`src/sv/evad_pkg.sv`:
```
// ----------------------------------------------------------------------------
// evad_pkg
// Shared widths, register indexes, reset values and result field positions
// of the energy voice activity detector.
// ----------------------------------------------------------------------------
package evad_pkg;

    // Default maximum frame length in samples
    localparam int unsigned FRAME_MAX_DEF = 4096;

    // Input and result field widths
    localparam int unsigned SAMPLE_W   = 16;
    localparam int unsigned SQ_W       = 31;   // 32768^2 = 2^30 needs 31 bits
    localparam int unsigned SUM_W      = 43;
    localparam int unsigned QUIET_W    = 16;
    localparam int unsigned SEG_W      = 32;
    localparam int unsigned TIME_W     = 48;

    // Configuration register widths
    localparam int unsigned FLEN_W     = 13;
    localparam int unsigned NEED_W     = 16;
    localparam int unsigned THR_W      = 31;
    localparam int unsigned MILLIS_W   = 16;

    // Configuration port
    localparam int unsigned CFG_IDX_W  = 3;
    localparam int unsigned CFG_DATA_W = 31;

    localparam logic [CFG_IDX_W-1:0] REG_FRAME_LENGTH   = 3'd0;
    localparam logic [CFG_IDX_W-1:0] REG_SILENCE_NEEDED = 3'd1;
    localparam logic [CFG_IDX_W-1:0] REG_SPEECH_THR     = 3'd2;
    localparam logic [CFG_IDX_W-1:0] REG_SILENCE_THR    = 3'd3;
    localparam logic [CFG_IDX_W-1:0] REG_FRAME_MILLIS   = 3'd4;

    localparam logic [FLEN_W-1:0]   RST_FRAME_LENGTH   = 13'd320;
    localparam logic [NEED_W-1:0]   RST_SILENCE_NEEDED = 16'd25;
    localparam logic [THR_W-1:0]    RST_SPEECH_THR     = 31'd687;
    localparam logic [THR_W-1:0]    RST_SILENCE_THR    = 31'd268;
    localparam logic [MILLIS_W-1:0] RST_FRAME_MILLIS   = 16'd20;

    // Stream widths, padded to whole bytes
    localparam int unsigned S_TDATA_W  = 24;
    localparam int unsigned M_TDATA_W  = 88;

    // Result field positions in m_tdata
    localparam int unsigned M_STARTED_BIT = 0;
    localparam int unsigned M_ENDED_BIT   = 1;
    localparam int unsigned M_INSPEECH_BIT = 2;
    localparam int unsigned M_SEG_LSB     = 3;
    localparam int unsigned M_TIME_LSB    = M_SEG_LSB + SEG_W;
    localparam int unsigned M_USED_W      = M_TIME_LSB + TIME_W;

endpackage

```
`src/sv/evad_cfg_regs.sv`:
```
// ----------------------------------------------------------------------------
// evad_cfg_regs
// Configuration register bank with the effective frame length and the
// registered threshold levels scaled by that length.
// ----------------------------------------------------------------------------
module evad_cfg_regs #(
    parameter int unsigned FRAME_MAX = evad_pkg::FRAME_MAX_DEF,
    parameter int unsigned LEN_W     = $clog2(FRAME_MAX + 1),
    parameter int unsigned LVL_W     = evad_pkg::THR_W + LEN_W
) (
    input  logic                              aclk,
    input  logic                              aresetn,
    input  logic                              cfg_we,
    input  logic [evad_pkg::CFG_IDX_W-1:0]    cfg_index,
    input  logic [evad_pkg::CFG_DATA_W-1:0]   cfg_data,
    output logic [LEN_W-1:0]                  eff_len,
    output logic [LVL_W-1:0]                  start_level,
    output logic [LVL_W-1:0]                  quiet_level,
    output logic [evad_pkg::NEED_W-1:0]       silence_needed,
    output logic [evad_pkg::MILLIS_W-1:0]     frame_millis
);
    import evad_pkg::*;

    logic [FLEN_W-1:0]   frame_length_reg;
    logic [NEED_W-1:0]   silence_needed_reg;
    logic [THR_W-1:0]    speech_thr_reg;
    logic [THR_W-1:0]    silence_thr_reg;
    logic [MILLIS_W-1:0] frame_millis_reg;

    logic [31:0]         flen_wide;
    logic [LEN_W-1:0]    eff_len_next;
    logic [LEN_W-1:0]    eff_len_reg;
    logic [LVL_W-1:0]    start_level_reg;
    logic [LVL_W-1:0]    quiet_level_reg;

    always_ff @(posedge aclk) begin
        if (!aresetn) begin
            frame_length_reg   <= RST_FRAME_LENGTH;
            silence_needed_reg <= RST_SILENCE_NEEDED;
            speech_thr_reg     <= RST_SPEECH_THR;
            silence_thr_reg    <= RST_SILENCE_THR;
            frame_millis_reg   <= RST_FRAME_MILLIS;
        end else if (cfg_we) begin
            case (cfg_index)
                REG_FRAME_LENGTH:   frame_length_reg   <= cfg_data[FLEN_W-1:0];
                REG_SILENCE_NEEDED: silence_needed_reg <= cfg_data[NEED_W-1:0];
                REG_SPEECH_THR:     speech_thr_reg     <= cfg_data[THR_W-1:0];
                REG_SILENCE_THR:    silence_thr_reg    <= cfg_data[THR_W-1:0];
                REG_FRAME_MILLIS:   frame_millis_reg   <= cfg_data[MILLIS_W-1:0];
                default: ;
            endcase
        end
    end

    // Zero length acts as one, anything above the maximum saturates
    always_comb begin
        flen_wide = 32'(frame_length_reg);
        if (flen_wide == 32'd0) begin
            eff_len_next = LEN_W'(1);
        end else if (flen_wide > 32'(FRAME_MAX)) begin
            eff_len_next = LEN_W'(FRAME_MAX);
        end else begin
            eff_len_next = flen_wide[LEN_W-1:0];
        end
    end

    // Levels depend on configuration only; refresh them every cycle
    always_ff @(posedge aclk) begin
        eff_len_reg     <= eff_len_next;
        start_level_reg <= LVL_W'(speech_thr_reg) * LVL_W'(eff_len_next);
        quiet_level_reg <= LVL_W'(silence_thr_reg) * LVL_W'(eff_len_next);
    end

    assign eff_len        = eff_len_reg;
    assign start_level    = start_level_reg;
    assign quiet_level    = quiet_level_reg;
    assign silence_needed = silence_needed_reg;
    assign frame_millis   = frame_millis_reg;

endmodule

```
`src/sv/energy_voice_activity_detector_unit.sv`:
```
// ----------------------------------------------------------------------------
// energy_voice_activity_detector_unit
// Frame energy voice activity detector with a silence hangover count.
// ----------------------------------------------------------------------------
//
//  Channel  Direction  Beat contents (lowest bit first)
//  -------  ---------  -----------------------------------------------------
//  s_       in         tdata: sample[15:0], zero pad; tuser: restart
//  m_       out        tdata: start flag, end flag, in_speech,
//                      segment_number[31:0], audio_time[47:0], zero pad
//  cfg_     in         write enable, register index, write data
//
//  One sample per cycle sustained while no frame report is stalled. A sample is
//  held in the input register at its beat, squared into the square register
//  and then folded into the detector state.
//  The state update and the result register load on the same edge, so a
//  frame report is valid once the sample that closes the frame is folded in;
//  reports leave in sample order, back to back when frames are one sample.
//  Reset (aresetn low, synchronous) empties the pipe and restores the
//  register defaults and zeroed detector state.
//  A stalled result blocks only a frame-closing sample in the square
//  register; other samples keep accumulating, and s_tready drops once the
//  input register is full behind a blocked square register.
//
module energy_voice_activity_detector_unit #(
    parameter int unsigned FRAME_MAX = evad_pkg::FRAME_MAX_DEF
) (
    input  logic                              aclk,
    input  logic                              aresetn,
    // configuration write port
    input  logic                              cfg_we,
    input  logic [evad_pkg::CFG_IDX_W-1:0]    cfg_index,
    input  logic [evad_pkg::CFG_DATA_W-1:0]   cfg_data,
    // sample stream
    input  logic                              s_tvalid,
    output logic                              s_tready,
    input  logic [evad_pkg::S_TDATA_W-1:0]    s_tdata,   // sample[15:0]
    input  logic                              s_tuser,   // restart
    // result stream
    output logic                              m_tvalid,
    input  logic                              m_tready,
    // start flag, end flag, in_speech, segment_number, audio_time
    output logic [evad_pkg::M_TDATA_W-1:0]    m_tdata
);
    import evad_pkg::*;

    localparam int unsigned LEN_W = $clog2(FRAME_MAX + 1);
    localparam int unsigned LVL_W = THR_W + LEN_W;
    localparam int unsigned CMP_W = (LVL_W > SUM_W) ? LVL_W : SUM_W;

    // ---------------- configuration ----------------
    logic [LEN_W-1:0]    eff_len;
    logic [LVL_W-1:0]    start_level;
    logic [LVL_W-1:0]    quiet_level;
    logic [NEED_W-1:0]   silence_needed;
    logic [MILLIS_W-1:0] frame_millis;

    evad_cfg_regs #(
        .FRAME_MAX (FRAME_MAX),
        .LEN_W     (LEN_W),
        .LVL_W     (LVL_W)
    ) u_cfg (
        .aclk           (aclk),
        .aresetn        (aresetn),
        .cfg_we         (cfg_we),
        .cfg_index      (cfg_index),
        .cfg_data       (cfg_data),
        .eff_len        (eff_len),
        .start_level    (start_level),
        .quiet_level    (quiet_level),
        .silence_needed (silence_needed),
        .frame_millis   (frame_millis)
    );

    // ---------------- pipeline control ----------------
    logic s1_valid_reg, s2_valid_reg;
    logic out_free;      // result register can take a new result
    logic frame_end;     // sample in stage 2 closes the frame
    logic s3_go;         // stage 2 sample updates the state this edge
    logic s2_load;
    logic s1_load;

    assign out_free = !m_tvalid || m_tready;
    assign s3_go    = s2_valid_reg && (!frame_end || out_free);
    assign s2_load  = s1_valid_reg && (!s2_valid_reg || s3_go);
    assign s_tready = !s1_valid_reg || s2_load;
    assign s1_load  = s_tvalid && s_tready;

    always_ff @(posedge aclk) begin
        if (!aresetn) begin
            s1_valid_reg <= 1'b0;
            s2_valid_reg <= 1'b0;
        end else begin
            // hold a stage while its successor is blocked
            if (s_tready) begin
                s1_valid_reg <= s_tvalid;
            end
            if (!s2_valid_reg || s3_go) begin
                s2_valid_reg <= s1_valid_reg;
            end
        end
    end

    // ---------------- stage 1: input register ----------------
    logic [SAMPLE_W-1:0] s1_sample_reg;
    logic                s1_restart_reg;

    always_ff @(posedge aclk) begin
        if (s1_load) begin
            s1_sample_reg  <= s_tdata[SAMPLE_W-1:0];
            s1_restart_reg <= s_tuser;
        end
    end

    // ---------------- stage 2: square ----------------
    logic [SAMPLE_W-1:0] s1_mag;
    logic [31:0]         s1_prod;
    logic [SQ_W-1:0]     s2_sq_reg;
    logic                s2_restart_reg;

    // magnitude of the most negative sample is 2^15, still fits unsigned
    assign s1_mag  = s1_sample_reg[SAMPLE_W-1] ? (~s1_sample_reg + 1'b1) : s1_sample_reg;
    assign s1_prod = 32'(s1_mag) * 32'(s1_mag);

    always_ff @(posedge aclk) begin
        if (s2_load) begin
            s2_sq_reg      <= s1_prod[SQ_W-1:0];
            s2_restart_reg <= s1_restart_reg;
        end
    end

    // ---------------- stage 3: accumulate and decide ----------------
    logic [SUM_W-1:0]   energy_sum_reg,  energy_sum_next;
    logic [LEN_W-1:0]   frame_fill_reg,  frame_fill_next;
    logic               speech_reg,      speech_next;
    logic [QUIET_W-1:0] quiet_reg,       quiet_next;
    logic [SEG_W-1:0]   segments_reg,    segments_next;
    logic [TIME_W-1:0]  elapsed_reg,     elapsed_next;

    logic               speech_base;
    logic [QUIET_W-1:0] quiet_base;
    logic [QUIET_W-1:0] quiet_inc;
    logic [SUM_W-1:0]   sum_add;
    logic [LEN_W-1:0]   fill_inc;
    logic [CMP_W-1:0]   sum_cmp;
    logic               started, ended;

    assign sum_add   = energy_sum_reg + SUM_W'(s2_sq_reg);
    assign fill_inc  = frame_fill_reg + 1'b1;
    assign frame_end = (fill_inc >= eff_len);
    assign sum_cmp   = CMP_W'(sum_add);

    always_comb begin
        // restart drops speech and the quiet count before the sample counts
        speech_base = s2_restart_reg ? 1'b0 : speech_reg;
        quiet_base  = s2_restart_reg ? '0 : quiet_reg;
        quiet_inc   = quiet_base + 1'b1;

        started         = 1'b0;
        ended           = 1'b0;
        energy_sum_next = sum_add;
        frame_fill_next = fill_inc;
        speech_next     = speech_base;
        quiet_next      = quiet_base;
        segments_next   = segments_reg;
        elapsed_next    = elapsed_reg;

        if (frame_end) begin
            if (!speech_base) begin
                if (sum_cmp >= CMP_W'(start_level)) begin
                    speech_next = 1'b1;
                    quiet_next  = '0;
                    started     = 1'b1;
                end
            end else if (sum_cmp <= CMP_W'(quiet_level)) begin
                quiet_next = quiet_inc;
                // zero needed behaves as one: first quiet frame ends speech
                if (quiet_inc >= silence_needed) begin
                    speech_next = 1'b0;
                    quiet_next  = '0;
                    ended       = 1'b1;
                end
            end else begin
                quiet_next = '0;
            end
            elapsed_next    = elapsed_reg + TIME_W'(frame_millis);
            segments_next   = segments_reg + SEG_W'(ended);
            energy_sum_next = '0;
            frame_fill_next = '0;
        end
    end

    always_ff @(posedge aclk) begin
        if (!aresetn) begin
            energy_sum_reg <= '0;
            frame_fill_reg <= '0;
            speech_reg     <= 1'b0;
            quiet_reg      <= '0;
            segments_reg   <= '0;
            elapsed_reg    <= '0;
        end else if (s3_go) begin
            energy_sum_reg <= energy_sum_next;
            frame_fill_reg <= frame_fill_next;
            speech_reg     <= speech_next;
            quiet_reg      <= quiet_next;
            segments_reg   <= segments_next;
            elapsed_reg    <= elapsed_next;
        end
    end

    // ---------------- result register ----------------
    logic                 m_valid_reg;
    logic [M_USED_W-1:0]  m_data_reg;

    always_ff @(posedge aclk) begin
        if (!aresetn) begin
            m_valid_reg <= 1'b0;
        end else if (s3_go && frame_end) begin
            m_valid_reg <= 1'b1;
        end else if (m_tready) begin
            m_valid_reg <= 1'b0;
        end
    end

    always_ff @(posedge aclk) begin
        if (s3_go && frame_end) begin
            m_data_reg <= {elapsed_next, segments_next, speech_next, ended, started};
        end
    end

    assign m_tvalid = m_valid_reg;
    assign m_tdata  = M_TDATA_W'(m_data_reg);

endmodule

```
`config.mk`:
```
export PLATFORM = sky130hd
export DESIGN_NAME = energy_voice_activity_detector_unit
export DESIGN_NICKNAME = d
export VERILOG_FILES = /design/src/sv/evad_pkg.sv /design/src/sv/evad_cfg_regs.sv /design/src/sv/energy_voice_activity_detector_unit.sv
export SDC_FILE = /design/constraint.sdc
export NUM_CORES = 2
export LEC_CHECK = 0
export BUFFER_PORTS_ARGS = -buffer_cell sky130_fd_sc_hd__clkbuf_2
export CAP_MARGIN = 20
export CELL_PAD_IN_SITES_DETAIL_PLACEMENT = 0
export CELL_PAD_IN_SITES_GLOBAL_PLACEMENT = 1
export CORE_AREA = 2 2 473 240
export DETAILED_ROUTE_END_ITERATION = 8
export DIE_AREA = 0 0 475 242
export GPL_TIMING_DRIVEN = 0
export MAX_ROUTING_LAYER = met4
export PLACE_DENSITY = 0.8
export SYNTH_ARGS = -nofsm -noshare
export SYNTH_HDL_FRONTEND = slang
export SYNTH_SLANG_ARGS = --single-unit
```
`constraint.sdc`:
```
create_clock -name aclk -period 10 [get_ports aclk]
set_clock_uncertainty 0.05 [all_clocks]
set_input_delay 0.5 -clock aclk [delete_from_list [all_inputs] [get_ports aclk]]
set_output_delay 0.5 -clock aclk [all_outputs]
set_load 0.005 [all_outputs]
```
# Word level (Yosys, flattened, before mapping)
# Index checks and enable logic that the tools add are counted.
# classes
bitwise,2
addsub,6
n_eq_ne,4
muxes,25
magnitude_cmp,5
n_reduce_logical,21
mul,3
# ops
op,n
two-way mux 16 bit,7
multiplier 31 x 13 -> 44 bit,2
adder 48 x 16 -> 48 bit,1
two-way mux 48 bit,1
greater-or-equal comparator 43 x 44 -> 1 bit,1
less-or-equal comparator 43 x 44 -> 1 bit,1
adder 43 x 31 -> 43 bit,1
two-way mux 43 bit,1
two-way mux 13 bit,3
"adder 16 x 1 -> 16 bit, second input constant",2
adder 32 x 1 -> 32 bit,1
two-way mux 32 bit,1
multiplier 16 x 16 -> 31 bit,1
greater-or-equal comparator 16 bit,1
NOT 16 bit,1
"adder 13 x 1 -> 13 bit, second input constant",1
greater-or-equal comparator 13 bit,1
"> comparator 13 bit, second input constant",1
zero test 13 bit,1
two-way mux 1 bit,12
AND reduction 2 bit,5
"equality test 3 x 2 -> 1 bit, second input constant",2
logical AND 1 bit,4
zero test 1 bit,4
other kinds (7),10
# word_totals
output_inout_bits,90
elab_cells,90
register_bits,496
in_bits,64

# Logic depth before layout (Yosys ltp)
# depth
word_depth,9
mapped_depth,32
mapped_depth_nobuf,31

# By module
# A second synthesis with hierarchy kept.
# unflattened
cells_unflattened,6422
area_unflattened_um2,56370.3
# by_module_without_submodules
module,area_per_inst_um2,cells_each,n_inst,seq_area_each_um2
evad_cfg_regs,31836.8,3734,1,4164.0
energy_voice_activity_detector_unit,24533.5,2688,1,7056.8

# Worst setup path after synthesis
# Ideal clock, no wire load.
# synth_timing
path_type,register to register
startpoint,reg s1_sample_reg[0]
endpoint,"reg s2_sq_reg[30], data pin"
stages_incl_launch_ff,33
arrival_time_ns,7.826
t_required_ns,9.690
n_path_buf,1
setup_slack_ns,1.864
setup_ns,0.260
period_less_slack_ns,8.136
cell_sequence,edfxtp_1 -> inv_1 -> clkbuf_1 -> ha_1 -> nand2_1 -> o41ai_1 -> and2_1 -> xor2_1 -> clkinv_1 -> nand2_1 -> inv_1 -> fa_1 -> inv_1 -> fa_1 -> inv_1 -> fa_1 -> fa_1 -> fa_1 -> inv_1 -> fa_1 -> inv_1 -> ha_1 -> o21a_1 -> o21ai_0 -> a21boi_0 -> nand3_1 -> nor2_1 -> a211o_1 -> a21oi_1 -> o21ai_0 -> a211oi_1 -> a21oi_1 -> xnor2_1
# synth_between
elab_chain_cells,4
# synth_lines
item,line,source
"start, declared",energy_voice_activity_detector_unit.sv:105,logic [SAMPLE_W-1:0] s1_sample_reg;
"start signal, assigned",energy_voice_activity_detector_unit.sv:110,s1_sample_reg <= s_tdata[SAMPLE_W-1:0];
NOT 16 bit,energy_voice_activity_detector_unit.sv:122,assign s1_mag = s1_sample_reg[SAMPLE_W-1] ? (~s1_sample_reg + 1'b1) : s1_sample_reg;
adder 16 x 1 -> 16 bit,energy_voice_activity_detector_unit.sv:122,
two-way mux 16 bit *,energy_voice_activity_detector_unit.sv:122,
multiplier 16 x 16 -> 31 bit *,energy_voice_activity_detector_unit.sv:123,assign s1_prod = 32'(s1_mag) * 32'(s1_mag);
net s1_prod[30],energy_voice_activity_detector_unit.sv:117,logic [31:0] s1_prod;
"end signal, assigned",energy_voice_activity_detector_unit.sv:127,s2_sq_reg <= s1_prod[SQ_W-1:0];
"end, declared",energy_voice_activity_detector_unit.sv:118,logic [SQ_W-1:0] s2_sq_reg;
# The timed path passes the listed nets; every way through them passes the cells marked *.
# A chain may end at the register's enable or synchronous reset.

# Worst setup path after layout
# layout_timing
startpoint,reg u_cfg.frame_length_reg[12]
endpoint,"reg u_cfg.start_level_reg[42], in the netlist u_cfg.start_level[42]"
# layout_between
elab_chain_cells,4
word_cells_on_any_way,5
classes_between,1 x mul; 1 x order compare; 2 x mux; 1 x reduce/logical
# layout_lines
item,line,source
"start, declared",evad_cfg_regs.sv:24,logic [FLEN_W-1:0] frame_length_reg;
"start signal, assigned",evad_cfg_regs.sv:45,REG_FRAME_LENGTH: frame_length_reg <= cfg_data[FLEN_W-1:0];
> comparator 13 bit,evad_cfg_regs.sv:60,end else if (flen_wide > 32'(FRAME_MAX)) begin
two-way mux 13 bit,evad_cfg_regs.sv:60,
two-way mux 13 bit *,evad_cfg_regs.sv:58,if (flen_wide == 32'd0) begin
multiplier 31 x 13 -> 44 bit *,evad_cfg_regs.sv:70,start_level_reg <= LVL_W'(speech_thr_reg) * LVL_W'(eff_len_next);
"end signal, assigned",evad_cfg_regs.sv:70,
"end, declared",evad_cfg_regs.sv:33,logic [LVL_W-1:0] start_level_reg;
# Mark *: on every way between the ends. The rest lies on a longest branch, timed or not.

==> impl_metrics.csv <==
group,metric,value,unit
worst_hold_path,hold_path_class,"primary input to flip-flop",
die,die_w,475,um
critical_path,rr_worst_depth,24,
worst_hold_path,hold_depth,3,
logic_synthesis,ys_warn_count,0,
route,totalWireLength,173000,um
timing,hold_viol_final,0,
critical_path,critPathKind,"flip-flop to flip-flop",
clock_network,clk_path_buf_depth,3,
global_route,grt_pass1_vias,42000,
route,drc,0,
critical_path,worst-path-max-fanout,10,
flow_run,drv_cap,0,
pwr,p_per_area,239,nW/um^2
pwr,vdd_ir_drop_max,1060,uV
global_route,grt_pass1_wl,264000,um
die,fp-row-count,87,
die,die_h,242,um
timing,min_period_over_period,96.6,%
route,drt-initial-drc-count,4609,
placement,place_congestion,1.01,
logic_synthesis,syn_area,55000,um^2
route,avgViaCountPerCell,5.45,
layout,drive_gt1_share,5.06,%
die,ios,154,
timing,max_slew_margin,15.0,%
layout,layout-area-overhead-vs-synth,9.63,%
clock_network,clk_latency,0.67,ns
critical_path,crit_end,"u_cfg.start_level[42]",
die,die_area,115000,um^2
critical_path,reg2reg_from,"u_cfg.frame_length_reg[12]",
layout,largest_reg_flops,83,
timing,timing.final.ws_setup,0.338,ns
critical_path,startpoint,"u_cfg.frame_length_reg[12]",
route,routedWlPerCell,21.8,um
logic_synthesis,synth-edff-count,131,
clock_network,cts_sinks,495,
layout,fin_nets,7703,
critical_path,cp-start-kind,"flip-flop",
clock_network,cts_tree,"done",
clock_network,clk_pin_slew,0.07,ns
global_route,antenna_found_initial,12,
clock_network,numCtsBuffers,50,
logic_synthesis,synthArstFlopShare,0,%
logic_synthesis,ys_ff_latch,495,
logic_synthesis,synth_cell_types,85,
timing,worstMarginPinSlew,1.28,ns
timing,rsz0062_at_grt,"false",
timing,setup_tns,0,ns
timing,layout_min_cycle_time,9.66,ns
die,fp.coreArea,111000,um^2
timing,fmax,104,MHz
logic_synthesis,postSynthCellCount,6137,
run_status,status,"completed",
pwr,p_leak,29.1,nW
die,initial_utilization,49.4,%
global_route,grt_overflow,0,
route,vias,43400,
critical_path,end_kind,"flip-flop",
timing,hold-worst-slack,0.0903,ns
placement,post-place-ws,-0.618,ns
clock_network,h-tree-depth,2,
global_route,grt_max_degree,28,
critical_path,rr_endpoint,"u_cfg.start_level[42]",
logic_synthesis,ys_seq_area_share,20.4,%
route,first_pass_iters,6,
clock_network,post_cts_buffers,0,
global_route,grt_util_all_layers,31.6,%
logic_synthesis,syn_avg_cell_area,8.96,um^2
critical_path,r2r_slack,0.34,ns
placement,hpwl,144000,um
placement,io_buffers,139,
timing,drv_slew,0,
route,antenna_left,0,
critical_path,critPathRequiredTime,10.49,ns
timing,setup_viol,0,
logic_synthesis,ys.flop_type,"dfxtp_1",
clock_network,clockRootBuffer,"clkbuf_16",
critical_path,crit_arrival,10.15,ns
==> cell usage in the layout (no fill, tap or decap), drive strengths merged, types with 42 or more instances in the layout <==
| master | count |
|---|---|
| inv | 1118 |
| fa | 804 |
| nand2 | 774 |
| and2 | 490 |
| clkbuf | 452 |
| ha | 436 |
| dfxtp | 364 |
| nor2 | 299 |
| a21oi | 287 |
| xnor2 | 194 |
| edfxtp | 131 |
| xor2 | 114 |
| a21o | 106 |
| o21ai | 104 |
| nand3 | 85 |
| nor3 | 63 |
| buf | 60 |
| nand4 | 45 |
| and3 | 45 |
| nor2b | 42 |
==> logic make-up after synthesis <==
| kind of cell | Yosys count | synth area share (%) |
|---|---|---|
| adder cells (fa/ha/maj) | 1240 | 39.2 |
| XOR/XNOR | 308 | 4.90 |
| other | 2 | 0.0137 |
| multiplexers | 9 | 0.166 |
| AND/OR/NAND/NOR | 1963 | 17.4 |
| AO/OA/AOI/OAI | 732 | 8.44 |
| flip-flops | 495 | 20.4 |
| buffers and inverters | 1388 | 9.53 |
==> cells in the mapped netlist, types with 44 or more instances <==
cell | count | share of area (%)
xnor2_1 | 194 | 3.1
o21ai_0 | 97 | 0.88
clkbuf_1 | 247 | 1.7
nand4_1 | 44 | 0.50
nor2_1 | 299 | 2.0
xor2_1 | 114 | 1.8
fa_1 | 804 | 29
a21o_1 | 106 | 1.4
a21oi_1 | 285 | 2.6
inv_1 | 1111 | 7.6
edfxtp_1 | 131 | 7.2
nand3_1 | 85 | 0.77
ha_1 | 436 | 9.9
nor3_1 | 62 | 0.56
and2_1 | 486 | 5.5
dfxtp_1 | 364 | 13
nand2_1 | 772 | 5.3
==> worst min path at each step <==
| stage | start | endpoint | slack (ns) |
|---|---|---|---|
| after floorplan | s1_restart_reg | s2_restart_reg | 0.35 |
| after global placement | quiet_reg[5] | quiet_reg[5] | 0.40 |
| after detailed placement | u_cfg.silence_needed[6] | u_cfg.silence_needed[6] | 0.40 |
| after CTS | cfg_data[16] | u_cfg.speech_thr_reg[16] | 0.06 |
| after global routing | cfg_data[28] | u_cfg.speech_thr_reg[28] | 0.07 |
| final | cfg_data[28] | u_cfg.speech_thr_reg[28] | 0.09 |
==> worst max-delay path, cell delays in order, from the launching register on <==
cell and delay [ns]:
dfxtp_1 0.34, clkbuf_1 0.25, nor2b_1 0.16, clkbuf_1 0.75, clkbuf_1 1.01, nand2_1 0.17, fa_1 0.53, fa_1 0.55
inv_1 0.06, fa_1 0.52, fa_1 0.54, inv_1 0.05, fa_1 0.52, inv_1 0.04, ha_1 0.39, o21a_1 0.15
o22ai_1 0.16, o311ai_0 0.75, a211oi_1 0.36, a211oi_1 1.00, o21ai_1 0.29, nor2_1 0.27, o31a_1 0.26, o41ai_2 0.09
xnor2_1 0.27
==> power by group <==
part           internal, mW  leakage, nW  total (mW)  switching, mW
clock                  1.13        0.855        2.07          0.936
combinational          4.08         24.0        9.59           5.51
sequential             2.67         4.31        2.76         0.0893
==> per-layer routing <==
layer	GRT usage, %	wire length, um	vias up
li1	-	-	19700
met2	37.8	61900	2009
met5	-	0	-
met1	49.2	84100	21500
met3	12.9	24800	164
met4	4.17	2280	0
==> timing repair <==
| action | CTS | global route |
|---|---|---|
| hold endpoints to repair | 17 | 0 |
| hold buffers | 17 | 0 |
| setup endpoints to repair | 5 | 3 |
| gates resized for setup | 6 | 7 |
==> per-stage QoR <==
stage / cell area (um^2) / instances / util (%) / total power, mW
2_1_floorplan: 55100 / 6152 / - / 9.92
4_1_cts: 60000 / 7936 / 53.9 / 14.4
3_3_place_gp: 57600 / 7804 / 51.8 / 12.0
5_1_grt: 60300 / 7953 / 54.1 / 15.8
6_report: 60300 / 7959 / 54.1 / 14.4
3_5_place_dp: 58000 / 7826 / 52.1 / 12.3
==> final cells by class <==
cell class | count | area [um^2]
fill | 10400 | 51100
multi-input combinational | 4269 | 38700
sequential | 495 | 11200
inverter | 1119 | 4210
tap | 1513 | 1890
timing repair buffer | 195 | 1480
clock buffer | 65 | 1400
buffer | 269 | 1040
clock inverter | 28 | 347
antenna | 6 | 15.0
Note: power is estimated with default switching activity, not from simulation.
